File: config.mk
export PLATFORM = sky130hd
export DESIGN_NAME = rpg_check
export DESIGN_NICKNAME = d
export VERILOG_FILES = /design/src/sv/rpg_pkg.sv /design/src/sv/rpg_check.sv
export SDC_FILE = /design/constraint.sdc
export NUM_CORES = 1
export LEC_CHECK = 0
export CAP_MARGIN = 20
export CORE_AREA = 4 4 93 95
export CTS_BUF_LIST = sky130_fd_sc_hd__clkbuf_16
export DETAILED_ROUTE_END_ITERATION = 7
export DIE_AREA = 0 0 97 99
export DONT_BUFFER_PORTS = 1
export SYNTH_ARGS = -nofsm -noshare
export SYNTH_HDL_FRONTEND = slang
export SYNTH_SLANG_ARGS = --single-unit
File: constraint.sdc
create_clock -name clock -period 3.1 [get_ports clock]
set_input_delay 0.62 -clock clock [delete_from_list [all_inputs] [get_ports clock]]
set_output_delay 0.62 -clock clock [all_outputs]
set_load 0.01 [all_outputs]
File: src/sv/rpg_pkg.sv
// Package for the record pattern generator/checker: constants, codes and item types.
package rpg_pkg;

   // Sizing of the name store and of a record.
   localparam int NAME_DEPTH   = 256;
   localparam int RECORD_WORDS = 2113;
   localparam int NAME_AW      = (NAME_DEPTH > 1) ? $clog2(NAME_DEPTH) : 1;
   localparam int NAME_CAP     = (NAME_DEPTH < RECORD_WORDS - 2) ? NAME_DEPTH
                                                                 : RECORD_WORDS - 2;

   // Field widths.
   localparam int WORD_W  = 32;
   localparam int POS_W   = 12;
   localparam int INDEX_W = 8;
   localparam int NAMES_W = 9;

   // Generator coefficients.
   localparam logic [WORD_W-1:0] LCG_MUL = 32'd3141592621;
   localparam logic [WORD_W-1:0] LCG_ADD = 32'd2818281829;

   // Register map.
   typedef enum logic [1:0] {
      CSR_MODE  = 2'd0,
      CSR_SEED  = 2'd1,
      CSR_NAMES = 2'd2
   } csr_index_type;

   // Word kinds / error codes.
   typedef enum logic [1:0] {
      ERR_NONE   = 2'd0,
      ERR_NAME   = 2'd1,
      ERR_RECORD = 2'd2,
      ERR_DATA   = 2'd3
   } err_kind_type;

   typedef enum logic {
      REQ_LOAD = 1'b0,
      REQ_WORD = 1'b1
   } req_kind_type;

   typedef struct packed {
      logic               req_type;
      logic [INDEX_W-1:0] name_index;
      logic [WORD_W-1:0]  word_in;
      logic               end_of_stream;
   } req_item_type;

   typedef struct packed {
      logic [WORD_W-1:0] expected_word;
      logic [1:0]        error_kind;
      logic              error_latched;
      logic [WORD_W-1:0] record_number;
      logic [POS_W-1:0]  word_position;
   } rsp_item_type;

   // Configuration as seen by the datapath.
   typedef struct packed {
      logic               mode;
      logic [WORD_W-1:0]  seed_start;
      logic [NAMES_W-1:0] name_words;
   } cfg_type;

   // Item between the sequencer and the checker, aligned with the name read data.
   typedef struct packed {
      logic              is_load;
      err_kind_type      sel;
      logic [WORD_W-1:0] word_in;
      logic              eos;
      logic [WORD_W-1:0] exp_word;
      logic [WORD_W-1:0] record_number;
      logic [POS_W-1:0]  word_position;
   } stage_type;

endpackage

File: src/sv/rpg_check.sv
// Compare stage: picks the expected word, checks it, keeps the error flag, output register.
module rpg_check (
   input  logic                       clock,
   input  logic                       reset,
   input  logic                       mode,
   input  logic                       s1_valid,
   input  rpg_pkg::stage_type         s1_data,
   input  logic [rpg_pkg::WORD_W-1:0] ram_rdata,
   output logic                       s1_take,
   output logic                       rsp_valid,
   output rpg_pkg::rsp_item_type      rsp_data,
   input  logic                       rsp_stall
);
   import rpg_pkg::*;

   logic         flag_ff, flag_in;
   logic         rsp_valid_ff, rsp_valid_in;
   rsp_item_type rsp_ff, rsp_in;

   logic [WORD_W-1:0] expect_word;
   err_kind_type      kind;
   logic              flag_next;
   logic              advance;

   assign s1_take = !rsp_valid_ff || !rsp_stall;
   assign advance = s1_valid && s1_take;

   // Expected word and mismatch classification.
   assign expect_word = (s1_data.sel == ERR_NAME) ? ram_rdata : s1_data.exp_word;
   always_comb begin
      kind = s1_data.sel;
      if (s1_data.is_load || !mode || (s1_data.word_in == expect_word)) begin
         kind = ERR_NONE;
      end
   end
   assign flag_next = flag_ff || (kind != ERR_NONE);

   always_comb begin
      flag_in      = flag_ff;
      rsp_valid_in = rsp_valid_ff;
      rsp_in       = rsp_ff;
      if (s1_take) begin
         rsp_valid_in = 1'b0;
      end
      if (advance) begin
         rsp_valid_in         = 1'b1;
         rsp_in.expected_word = s1_data.is_load ? '0 : expect_word;
         rsp_in.error_kind    = kind;
         rsp_in.error_latched = flag_next;
         rsp_in.record_number = s1_data.record_number;
         rsp_in.word_position = s1_data.word_position;
         // End of stream on a data word clears the flag after reporting it.
         flag_in = (s1_data.eos && !s1_data.is_load) ? 1'b0 : flag_next;
      end
   end

   always_ff @(posedge clock) begin
      if (reset) begin
         flag_ff      <= 1'b0;
         rsp_valid_ff <= 1'b0;
      end else begin
         flag_ff      <= flag_in;
         rsp_valid_ff <= rsp_valid_in;
      end
      rsp_ff <= rsp_in;
   end

   assign rsp_valid = rsp_valid_ff;
   assign rsp_data  = rsp_ff;

   a_err_latched : assert property (@(posedge clock) disable iff (reset)
      rsp_valid_ff && (rsp_ff.error_kind != ERR_NONE) |-> rsp_ff.error_latched)
      else $error("reported error without latched flag");

   a_eos_clears : assert property (@(posedge clock) disable iff (reset)
      advance && s1_data.eos && !s1_data.is_load |=> !flag_ff)
      else $error("end of stream did not clear error flag");

   a_load_quiet : assert property (@(posedge clock) disable iff (reset)
      advance && s1_data.is_load |=> (rsp_ff.error_kind == ERR_NONE)
                                     && (rsp_ff.expected_word == '0))
      else $error("load item reported a word or an error");

endmodule

==> impl_metrics.ini <==
[placement]
placed_cells = 420
portBuffers = 0
place_hpwl_um = 8250
place_congestion = 0.818

[synthesis]
synth-async-reset-ratio_pct = 0
synth_xor_xnor_area_share_pct = 5.53
syn_avg_cell_area_sq_um = 11.7
synth_edf_count = 79
synth-compound-area-share_pct = 11.4
postSynthCellCount = 324
synth_mux_area_share_pct = 2.21
synth_top_family_by_area = simple AND/OR/NAND/NOR gates
yosys.area_share.simple_pct = 13.2
syn_area_sq_um = 3800
synth_cell_type_count = 45
synth_ff_type = edfxtp_1
yosysWarnings = 0
synth-adder-area-share_pct = 0
synth_fp_nets = 473
yosys_register_bits = 81
synth-seq-area-share_pct = 63.5

[drt]
drt_first_pass_iters = 4
vias_per_cell = 5.81
wl_per_cell_um = 23.8
via_count = 2535
dr.first_iter.drc_count = 77
drcViolationCount = 0
ant_nets = 0
wl_um = 10400

[floorplan]
die_area_sq_um = 9600
io_pins = 230
num_rows = 32
initial_core_util_pct = 49.2
die_y_um = 99
core_sq_um = 7730
die_w_um = 97

[finish]
stdcell_count = 436
antenna_cells = 0
mostFrequentLayoutCell = edfxtp_1
nFillCells = 646
layout_common_cells = edfxtp_1 (79), nand2_1 (57), a21oi_1 (31), inv_1 (23), xor2_1 (16)
drive_above_1_share_pct = 8.98
final_nets = 478
area_delta_synth_final_pct = 11.9

[clock_network]
cts_setup_buffers = 0
root_buffer = clkbuf_16
htree_levels = 3
numCtsBuffers = 9
clk_pin_slew_ns = 0.06
clock_path_buffers = 2
clock_sinks = 81
cts_tree = done
cts_resized = 0
hold_buffers = 0
clock_latency_ns = 0.32

[setup_path]
path_max_fanout = 23
crit_start = s1_data[110]
end_kind = register
crit_path_start_kind = primary input
r2r_start = rsp_valid$_SDFFE_PP0P_
cp.buffers_inverters = 1
cp_slowest_cell = nor4_1
critPathTopFamily = simple AND/OR/NAND/NOR gates
required_ns = 3.16
worstSetupPathType = in -> reg
arrival_ns = 2.53
critPathMaxStageDelay_ns = 0.37
cp_cell_sequence = nand2b_2, buf_12, mux2i_1, a32o_1, nor4_1, o2111ai_1, nor3_2, nor4bb_1

[pwr]
p_leak_nw = 1.56
irDropWorstVdd_mv = 0.335
p_per_area_nw_per_um2 = 613

[timing]
rsz0062_at_grt = false
final_hold_viol_count = 0
drv_slew = 0
final.setup.tns_ns = 0
fin_crit_sh_pct = 79.8
skew_ns = 0.00658
timing.final.crit_period_ns = 2.47
whs_ns = 0.361
max_freq_mhz = 404
setup_viol = 0
slew_headroom_pct = 62.8
worstMarginPinSlew_ns = 0.556

[grt]
antenna_found_initial = 0
grt_pass1_wl_um = 15200
grt_overflow = 0
grt_max_degree = 58
track_usage_pct = 20.6
grt_pass1_vias = 2601

[min_path]
hp-class = in -> reg
hold_start = reset

[flow_run]
max_cap_violations = 0

[outcome]
status = finished, final reports clean
-- area by class of cell --
cell class,instances,area (sq um),area share [%]
Inverter,24,91.3,2.15
Timing Repair Buffer,7,90.1,2.12
Multi-Input combinational cell,206,1230,28.9
Sequential cell,81,2410,56.7
Clock buffer,9,225,5.30
Clock inverter,7,76.3,1.80
Tap cell,102,128,3.00
-- synthesized netlist by cell type (2+ instances only) --
master	number	share of area, %
nor3_1	8	1.1
a2111oi_0	4	0.92
o2111ai_1	2	0.46
nand3_1	4	0.53
buf_1	2	0.20
xor2_1	16	3.7
or2_2	2	0.33
buf_2	2	0.26
o22ai_1	9	1.5
o21ai_0	2	0.26
o211ai_1	2	0.40
nor4bb_1	2	0.53
mux2i_1	7	1.8
or3_1	2	0.33
clkbuf_1	6	0.59
dfxtp_1	2	1.1
o2bb2ai_1	2	0.46
a21oi_1	31	4.1
nor2_1	10	0.99
nand2b_1	4	0.66
nand2_1	57	5.6
o21ai_1	2	0.26
inv_1	24	2.4
buf_6	2	0.59
edfxtp_1	79	62
a221oi_1	3	0.69
xnor2_1	8	1.8
nor4_1	5	0.82
nand4_1	2	0.33
nor2b_1	8	1.3
-- cells by family after synthesis --
logic type	after synthesis
simple gates	107
compound gates	67
buf+inv	37
xor+xnor	24
mux	8
flops	81
-- routing by layer --
layer | up-vias | GRT usage, % | routed length, um
met5 | - | 0 | 0
met4 | 0 | 6.26 | 97
met3 | 8 | 8.78 | 1100
met2 | 152 | 35.4 | 5340
met1 | 1181 | 23.5 | 3860
li1 | 1194 | - | -
-- worst register-to-register path: cells and delay by family, from the launching register on --
| family | cells | cell delay, ns |
|---|---|---|
| compound gates | 2 | 0.53 |
| buf+inv | 1 | 0.38 |
| flops | 1 | 0.40 |
| simple gates | 3 | 0.58 |
-- sequential cells by signal, summed over array words and instances, names as in the netlist --
name and flops:
rsp_valid 1, rsp_data 79, flag_ff 1
-- per-stage QoR --
step	setup slack [ns]	power, mW	utilization, %	instance area (sq um)
after global routing	0.469	2.71	55.0	4250
after floorplan	0.121	1.52	-	3800
final	0.627	2.61	55.0	4250
after detailed placement	0.292	1.57	51.1	3950
after global placement	0.313	1.57	51.1	3950
after CTS	0.641	2.63	55.0	4250
-- power breakdown --
| group | switching, mW | total (mW) | leakage [nW] | internal (mW) |
|---|---|---|---|---|
| combinational | 0.108 | 0.190 | 0.625 | 0.0821 |
| clock | 0.430 | 1.06 | 0.144 | 0.631 |
| sequential | 0.0646 | 1.36 | 0.792 | 1.29 |
-- path summary, 6_finish.rpt --
kind	endpoint	slack [ns]	depth (start not counted)
max reg2reg	flag_ff$_SDFFE_PP0P_	1.15	6
min reg2reg	flag_ff$_SDFFE_PP0P_	0.48	2
min	rsp_valid$_SDFFE_PP0P_	0.36	1
max	rsp_data[46]$_DFFE_PP_	0.63	8
Note: power is estimated with default switching activity, not from simulation.
