`config.mk`:
```
export PLATFORM = sky130hd
export DESIGN_NAME = rpg_seq
export DESIGN_NICKNAME = d
export VERILOG_FILES = /design/src/sv/rpg_pkg.sv /design/src/sv/rpg_seq.sv
export SDC_FILE = /design/constraint.sdc
export NUM_CORES = 1
export LEC_CHECK = 0
export ABC_AREA = 0
export BUFFER_PORTS_ARGS = -buffer_cell sky130_fd_sc_hd__buf_2
export CAP_MARGIN = 0
export CORE_UTILIZATION = 45
export CTS_CLUSTER_SIZE = 14
export DETAILED_ROUTE_END_ITERATION = 7
export MAX_ROUTING_LAYER = met4
export PLACE_DENSITY = 0.7
export SLEW_MARGIN = 0
export SYNTH_ARGS = -nofsm -noshare
export SYNTH_HDL_FRONTEND = slang
export SYNTH_SLANG_ARGS = --single-unit
```
`constraint.sdc`:
```
create_clock -name clock -period 9.05 [get_ports clock]
set_clock_uncertainty 0.1 [all_clocks]
set_input_delay 1.3575 -clock clock [delete_from_list [all_inputs] [get_ports clock]]
set_output_delay 1.3575 -clock clock [all_outputs]
set_load 0.03 [all_outputs]
```
`src/sv/rpg_pkg.sv`:
```
// Package for the record pattern generator/checker: constants, codes and item types.
package rpg_pkg;

   // Sizing of the name store and of a record.
   localparam int NAME_DEPTH   = 256;
   localparam int RECORD_WORDS = 2113;
   localparam int NAME_AW      = (NAME_DEPTH > 1) ? $clog2(NAME_DEPTH) : 1;
   localparam int NAME_CAP     = (NAME_DEPTH < RECORD_WORDS - 2) ? NAME_DEPTH
                                                                 : RECORD_WORDS - 2;

   // Field widths.
   localparam int WORD_W  = 32;
   localparam int POS_W   = 12;
   localparam int INDEX_W = 8;
   localparam int NAMES_W = 9;

   // Generator coefficients.
   localparam logic [WORD_W-1:0] LCG_MUL = 32'd3141592621;
   localparam logic [WORD_W-1:0] LCG_ADD = 32'd2818281829;

   // Register map.
   typedef enum logic [1:0] {
      CSR_MODE  = 2'd0,
      CSR_SEED  = 2'd1,
      CSR_NAMES = 2'd2
   } csr_index_type;

   // Word kinds / error codes.
   typedef enum logic [1:0] {
      ERR_NONE   = 2'd0,
      ERR_NAME   = 2'd1,
      ERR_RECORD = 2'd2,
      ERR_DATA   = 2'd3
   } err_kind_type;

   typedef enum logic {
      REQ_LOAD = 1'b0,
      REQ_WORD = 1'b1
   } req_kind_type;

   typedef struct packed {
      logic               req_type;
      logic [INDEX_W-1:0] name_index;
      logic [WORD_W-1:0]  word_in;
      logic               end_of_stream;
   } req_item_type;

   typedef struct packed {
      logic [WORD_W-1:0] expected_word;
      logic [1:0]        error_kind;
      logic              error_latched;
      logic [WORD_W-1:0] record_number;
      logic [POS_W-1:0]  word_position;
   } rsp_item_type;

   // Configuration as seen by the datapath.
   typedef struct packed {
      logic               mode;
      logic [WORD_W-1:0]  seed_start;
      logic [NAMES_W-1:0] name_words;
   } cfg_type;

   // Item between the sequencer and the checker, aligned with the name read data.
   typedef struct packed {
      logic              is_load;
      err_kind_type      sel;
      logic [WORD_W-1:0] word_in;
      logic              eos;
      logic [WORD_W-1:0] exp_word;
      logic [WORD_W-1:0] record_number;
      logic [POS_W-1:0]  word_position;
   } stage_type;

endpackage

```
`src/sv/rpg_seq.sv`:
```
// Record sequencer: position, record number and generator, name store addressing.
module rpg_seq (
   input  logic                     clock,
   input  logic                     reset,
   input  rpg_pkg::cfg_type         cfg,
   input  logic                     req_valid,
   input  rpg_pkg::req_item_type    req_data,
   output logic                     req_stall,
   input  logic                     s1_take,
   output logic                     s1_valid,
   output rpg_pkg::stage_type       s1_data,
   output logic                     ram_we,
   output logic [rpg_pkg::NAME_AW-1:0] ram_waddr,
   output logic [rpg_pkg::WORD_W-1:0]  ram_wdata,
   output logic                     ram_re,
   output logic [rpg_pkg::NAME_AW-1:0] ram_raddr
);
   import rpg_pkg::*;

   logic [WORD_W-1:0] gen_ff, gen_in;
   logic [POS_W-1:0]  pos_ff, pos_in;
   logic [WORD_W-1:0] rec_ff, rec_in;
   logic              s1_valid_ff, s1_valid_in;
   stage_type         s1_ff, s1_in;

   logic [POS_W-1:0]  names_eff;
   logic [WORD_W-1:0] gen_next;
   logic [WORD_W-1:0] rec_next;
   logic              accept;
   logic              is_word;
   logic              rec_end;
   err_kind_type      sel;

   // Effective name count: zero counts as one, capped by store and record size.
   always_comb begin
      names_eff = POS_W'(cfg.name_words);
      if (cfg.name_words == '0) begin
         names_eff = POS_W'(1);
      end
      if (names_eff > POS_W'(NAME_CAP)) begin
         names_eff = POS_W'(NAME_CAP);
      end
   end

   assign req_stall = s1_valid_ff && !s1_take;
   assign accept    = req_valid && !req_stall;
   assign is_word   = (req_data.req_type == REQ_WORD);
   assign gen_next  = LCG_MUL * gen_ff + LCG_ADD;
   assign rec_end   = ({1'b0, pos_ff} + 1'b1) >= (POS_W + 1)'(RECORD_WORDS);
   assign rec_next  = (rec_ff == '1) ? WORD_W'(1) : rec_ff + 1'b1;

   // Which part of the record this position falls in.
   always_comb begin
      priority if (pos_ff < names_eff) begin
         sel = ERR_NAME;
      end else if (pos_ff == names_eff) begin
         sel = ERR_RECORD;
      end else begin
         sel = ERR_DATA;
      end
   end

   // Name store access: loads write, name positions read.
   assign ram_we    = accept && !is_word && ({24'b0, req_data.name_index} < NAME_DEPTH);
   assign ram_waddr = NAME_AW'(req_data.name_index);
   assign ram_wdata = req_data.word_in;
   assign ram_re    = accept && is_word && (sel == ERR_NAME);
   assign ram_raddr = NAME_AW'(pos_ff);

   // Sequencer state and the stage register.
   always_comb begin
      gen_in      = gen_ff;
      pos_in      = pos_ff;
      rec_in      = rec_ff;
      s1_valid_in = s1_valid_ff;
      s1_in       = s1_ff;
      if (s1_take) begin
         s1_valid_in = 1'b0;
      end
      if (accept) begin
         s1_valid_in         = 1'b1;
         s1_in.is_load       = !is_word;
         s1_in.sel           = sel;
         s1_in.word_in       = req_data.word_in;
         s1_in.eos           = req_data.end_of_stream;
         s1_in.record_number = rec_ff;
         s1_in.word_position = pos_ff;
         s1_in.exp_word      = (sel == ERR_DATA) ? gen_next : rec_ff;
         if (is_word) begin
            if (sel == ERR_DATA) begin
               gen_in = gen_next;
            end
            priority if (req_data.end_of_stream) begin
               gen_in = cfg.seed_start;
               pos_in = '0;
               rec_in = WORD_W'(1);
            end else if (rec_end) begin
               pos_in = '0;
               rec_in = rec_next;
            end else begin
               pos_in = pos_ff + 1'b1;
            end
         end
      end
   end

   always_ff @(posedge clock) begin
      if (reset) begin
         gen_ff      <= '0;
         pos_ff      <= '0;
         rec_ff      <= WORD_W'(1);
         s1_valid_ff <= 1'b0;
      end else begin
         gen_ff      <= gen_in;
         pos_ff      <= pos_in;
         rec_ff      <= rec_in;
         s1_valid_ff <= s1_valid_in;
      end
      s1_ff <= s1_in;
   end

   assign s1_valid = s1_valid_ff;
   assign s1_data  = s1_ff;

endmodule

```
==> flow_summary.toml <==
[cts]
cts_resized = 0
hold_buffers = 0
cts_buffers = 17
clockRootBuffer = "clkbuf_16"
cts_setup_buffers = 0
clockBufferDepth = 2
clk_latency_ns = 0.45
cts_tree = "built"
htreeDepth = 4
path_clk_slew_ns = 0.07
clock-sinks = 189

[flow_run]
cap_violations = 0

[sta]
tns_ns = 0
maxSlewViolCount = 0
fmax_mhz = 126
setup_violations = 0
hold_viol = 0
hold-worst-slack_ns = 0.423
period_minus_slack_ns = 7.92
rsz0062_at_grt = "false"
max_slew_margin_pct = 41.8
finalCritPeriodShare_pct = 87.5
tightestPinTransition_ns = 0.873

[finish]
multi_input_area_sq_um = 10200
fin_nets = 2341
final_cells = 2370
seq_area_sq_um = 4900
finalInstanceArea_sq_um = 19000
antennaDiodeCount = 0
fin_util_pct = 51.4
drive_gt1_share_pct = 16.0
areaGrowthSynthToFinish_pct = 11.4
fillerInstances = 3306

[placement]
dp_hpwl_um = 37000
placed_cells = 2338
port_buffers = 234
dpl_cell_area_sq_um = 18400
gp_congestion = 0.924

[grt]
grt_start_max_net_pins = 72
antenna_found_initial = 0
grt_first_pass_wirelength_um = 70700
grt.total_usage_pct = 24.8
overflow = 0
grt_pass1_vias = 12272

[floorplan]
die_w_um = 196
row_count = 70
core_sq_um = 36900
start_util_pct = 46.1
die_area_sq_um = 38600
die_y_um = 196
io_pins = 252

[synthesis]
ys.warnings.count = 0
ys_ff_latch = 189
synth_top_area_share_pct = 20.9
yosysUniqueCellTypes = 64
synth_edf_count = 112
syn_inst = 1676
synthFlopType = "edfxtp_1"
syn_avg_cell_area_sq_um = 10.1
seq_area_frac_synth_pct = 28.8
yosysTopAreaCell = "fa_1"
async_flop_share_pct = 0
synth_fp_nets = 2164
synthTopCellsByArea = "fa_1, edfxtp_1, ha_1"
synth.cell_area_sq_um = 17000

[routing]
routedWlPerCell_um = 19.0
drtIter0Drc = 843
drc_errors = 0
routed_wl_um = 45000
vias = 12407
ant_nets = 0
viasPerCell = 5.24
drtPass1Iterations = 5

[critical_path]
crit_type = "reg2reg"
ff2ff_setup_slack_ns = 1.13
timing.rr.start = "gen_ff[8]"
setup.worst_path.start_class = "flip-flop"
crit_arrival_ns = 7.98
path_max_fanout = 10
r2r_end = "s1_data[74]"
r2r_cells = 21
required_ns = 9.11
end_kind = "flip-flop"
worstSetupStartpoint = "gen_ff[8]"

[min_path]
hold_class = "reg2reg"
min_path_cells = 0
min_from = "rec_ff[31]"
min_to = "s1_data[43]"

[pwr]
p_leak_uw = 0.00916
ir_drop_mv = 0.332
power.density_nw_per_um2 = 312

[run_status]
outcome = "finished clean"
stage by stage:
| stage | power, uW | setup slack, ns |
|---|---|---|
| finish | 5900 | 1.13 |
| detailed placement | 5090 | 1.25 |
| global route | 6430 | 0.861 |
| global placement | 5010 | 1.35 |
| floorplan | 4020 | 2.17 |
| CTS | 5870 | 1.24 |
cell families (layout without fill, tap and decap cells):
kind of cell,Yosys count,count (layout),share of synthesized area [%]
xor+xnor,70,70,3.60
mux,14,14,0.861
fa+ha+maj,400,400,37.3
simple gates,300,300,8.71
flops,189,189,28.8
buf+inv,459,649,11.3
compound gates,244,244,9.42
state kept, by name, summed over array words and instances (netlist names):
signal	count
gen_ff	32
pos_ff	12
rec_ff	32
s1_data	112
s1_valid	1
how the worst max path moves through the flow:
stage,endpoint,slack (ns),cells after the start
2_1_floorplan,s1_data[74],2.17,22
3_3_place_gp,s1_data[74],1.35,22
3_5_place_dp,s1_data[74],1.25,21
4_1_cts,s1_data[74],1.24,21
5_1_grt,s1_data[74],0.86,22
6_report,s1_data[74],1.13,21
layout make-up:
class	instances	share of cell area [%]
multi-input combinational	1028	53.8
sequential	189	25.9
inverter	372	7.38
timing repair buffer	245	6.61
tap	504	3.33
clock buffer	19	2.34
clock inverter	13	0.693
routing by layer:
layer / part of all wire, % / global-route usage [%]
met1: 45 / 33.5
met5: 0 / -
met2: 47 / 39.8
met3: 5.4 / 2.10
met4: 2.3 / 7.12
report_power, final:
group	internal (uW)	leakage [uW]	switching, uW
Clock	373	0.000280	362
Sequential	968	0.00173	45.6
Combinational	1630	0.00714	2530
Total	2970	0.00916	2940
cells in the final DEF (no fill, tap or decap), drive strengths merged, types with 8 or more instances in the layout:
cell    netlist  final
buf          53    245
nor2         79     79
a31oi        11     11
and2          9      9
inv         371    377
o31ai         8      8
edfxtp      112    112
clkbuf       34     19
o32ai         9      9
nand2        83     83
a21oi        63     63
o21ai        50     50
a211oi       36     36
xor2         12     12
a21o         17     17
fa          178    178
nand3        26     26
dfxtp        77     77
mux2i         9      9
and3         13     13
nand2b        8      8
or3          18     18
nand4         9      9
nor3         19     19
xnor2        58     58
ha          222    222
Yosys cell counts, drive strengths merged, types with 11 or more instances:
| library cell | n |
|---|---|
| and3 | 13 |
| a21oi | 63 |
| inv | 371 |
| nand2 | 83 |
| or3 | 18 |
| ha | 222 |
| edfxtp | 112 |
| nor3 | 19 |
| fa | 178 |
| a21o | 17 |
| dfxtp | 77 |
| clkbuf | 34 |
| o21ai | 50 |
| xnor2 | 58 |
| a31oi | 11 |
| xor2 | 12 |
| a211oi | 36 |
| nor2 | 79 |
| buf | 53 |
| nand3 | 26 |
worst max-delay path, stage by stage (launching register included):
cell      delay, ns
dfxtp_1        0.80
ha_1           0.29
inv_1          0.06
fa_1           0.42
fa_1           0.41
fa_1           0.52
inv_1          0.04
ha_1           0.30
fa_1           0.47
fa_1           0.54
inv_1          0.05
fa_1           0.59
inv_1          0.07
ha_1           0.39
a211oi_1       0.30
nand2b_1       0.09
o31ai_1        0.49
a211oi_1       0.25
o41ai_1        0.65
mux2i_1        0.21
nor4_1         0.42
o21ai_0        0.17
Note: power is estimated with default switching activity, not from simulation.
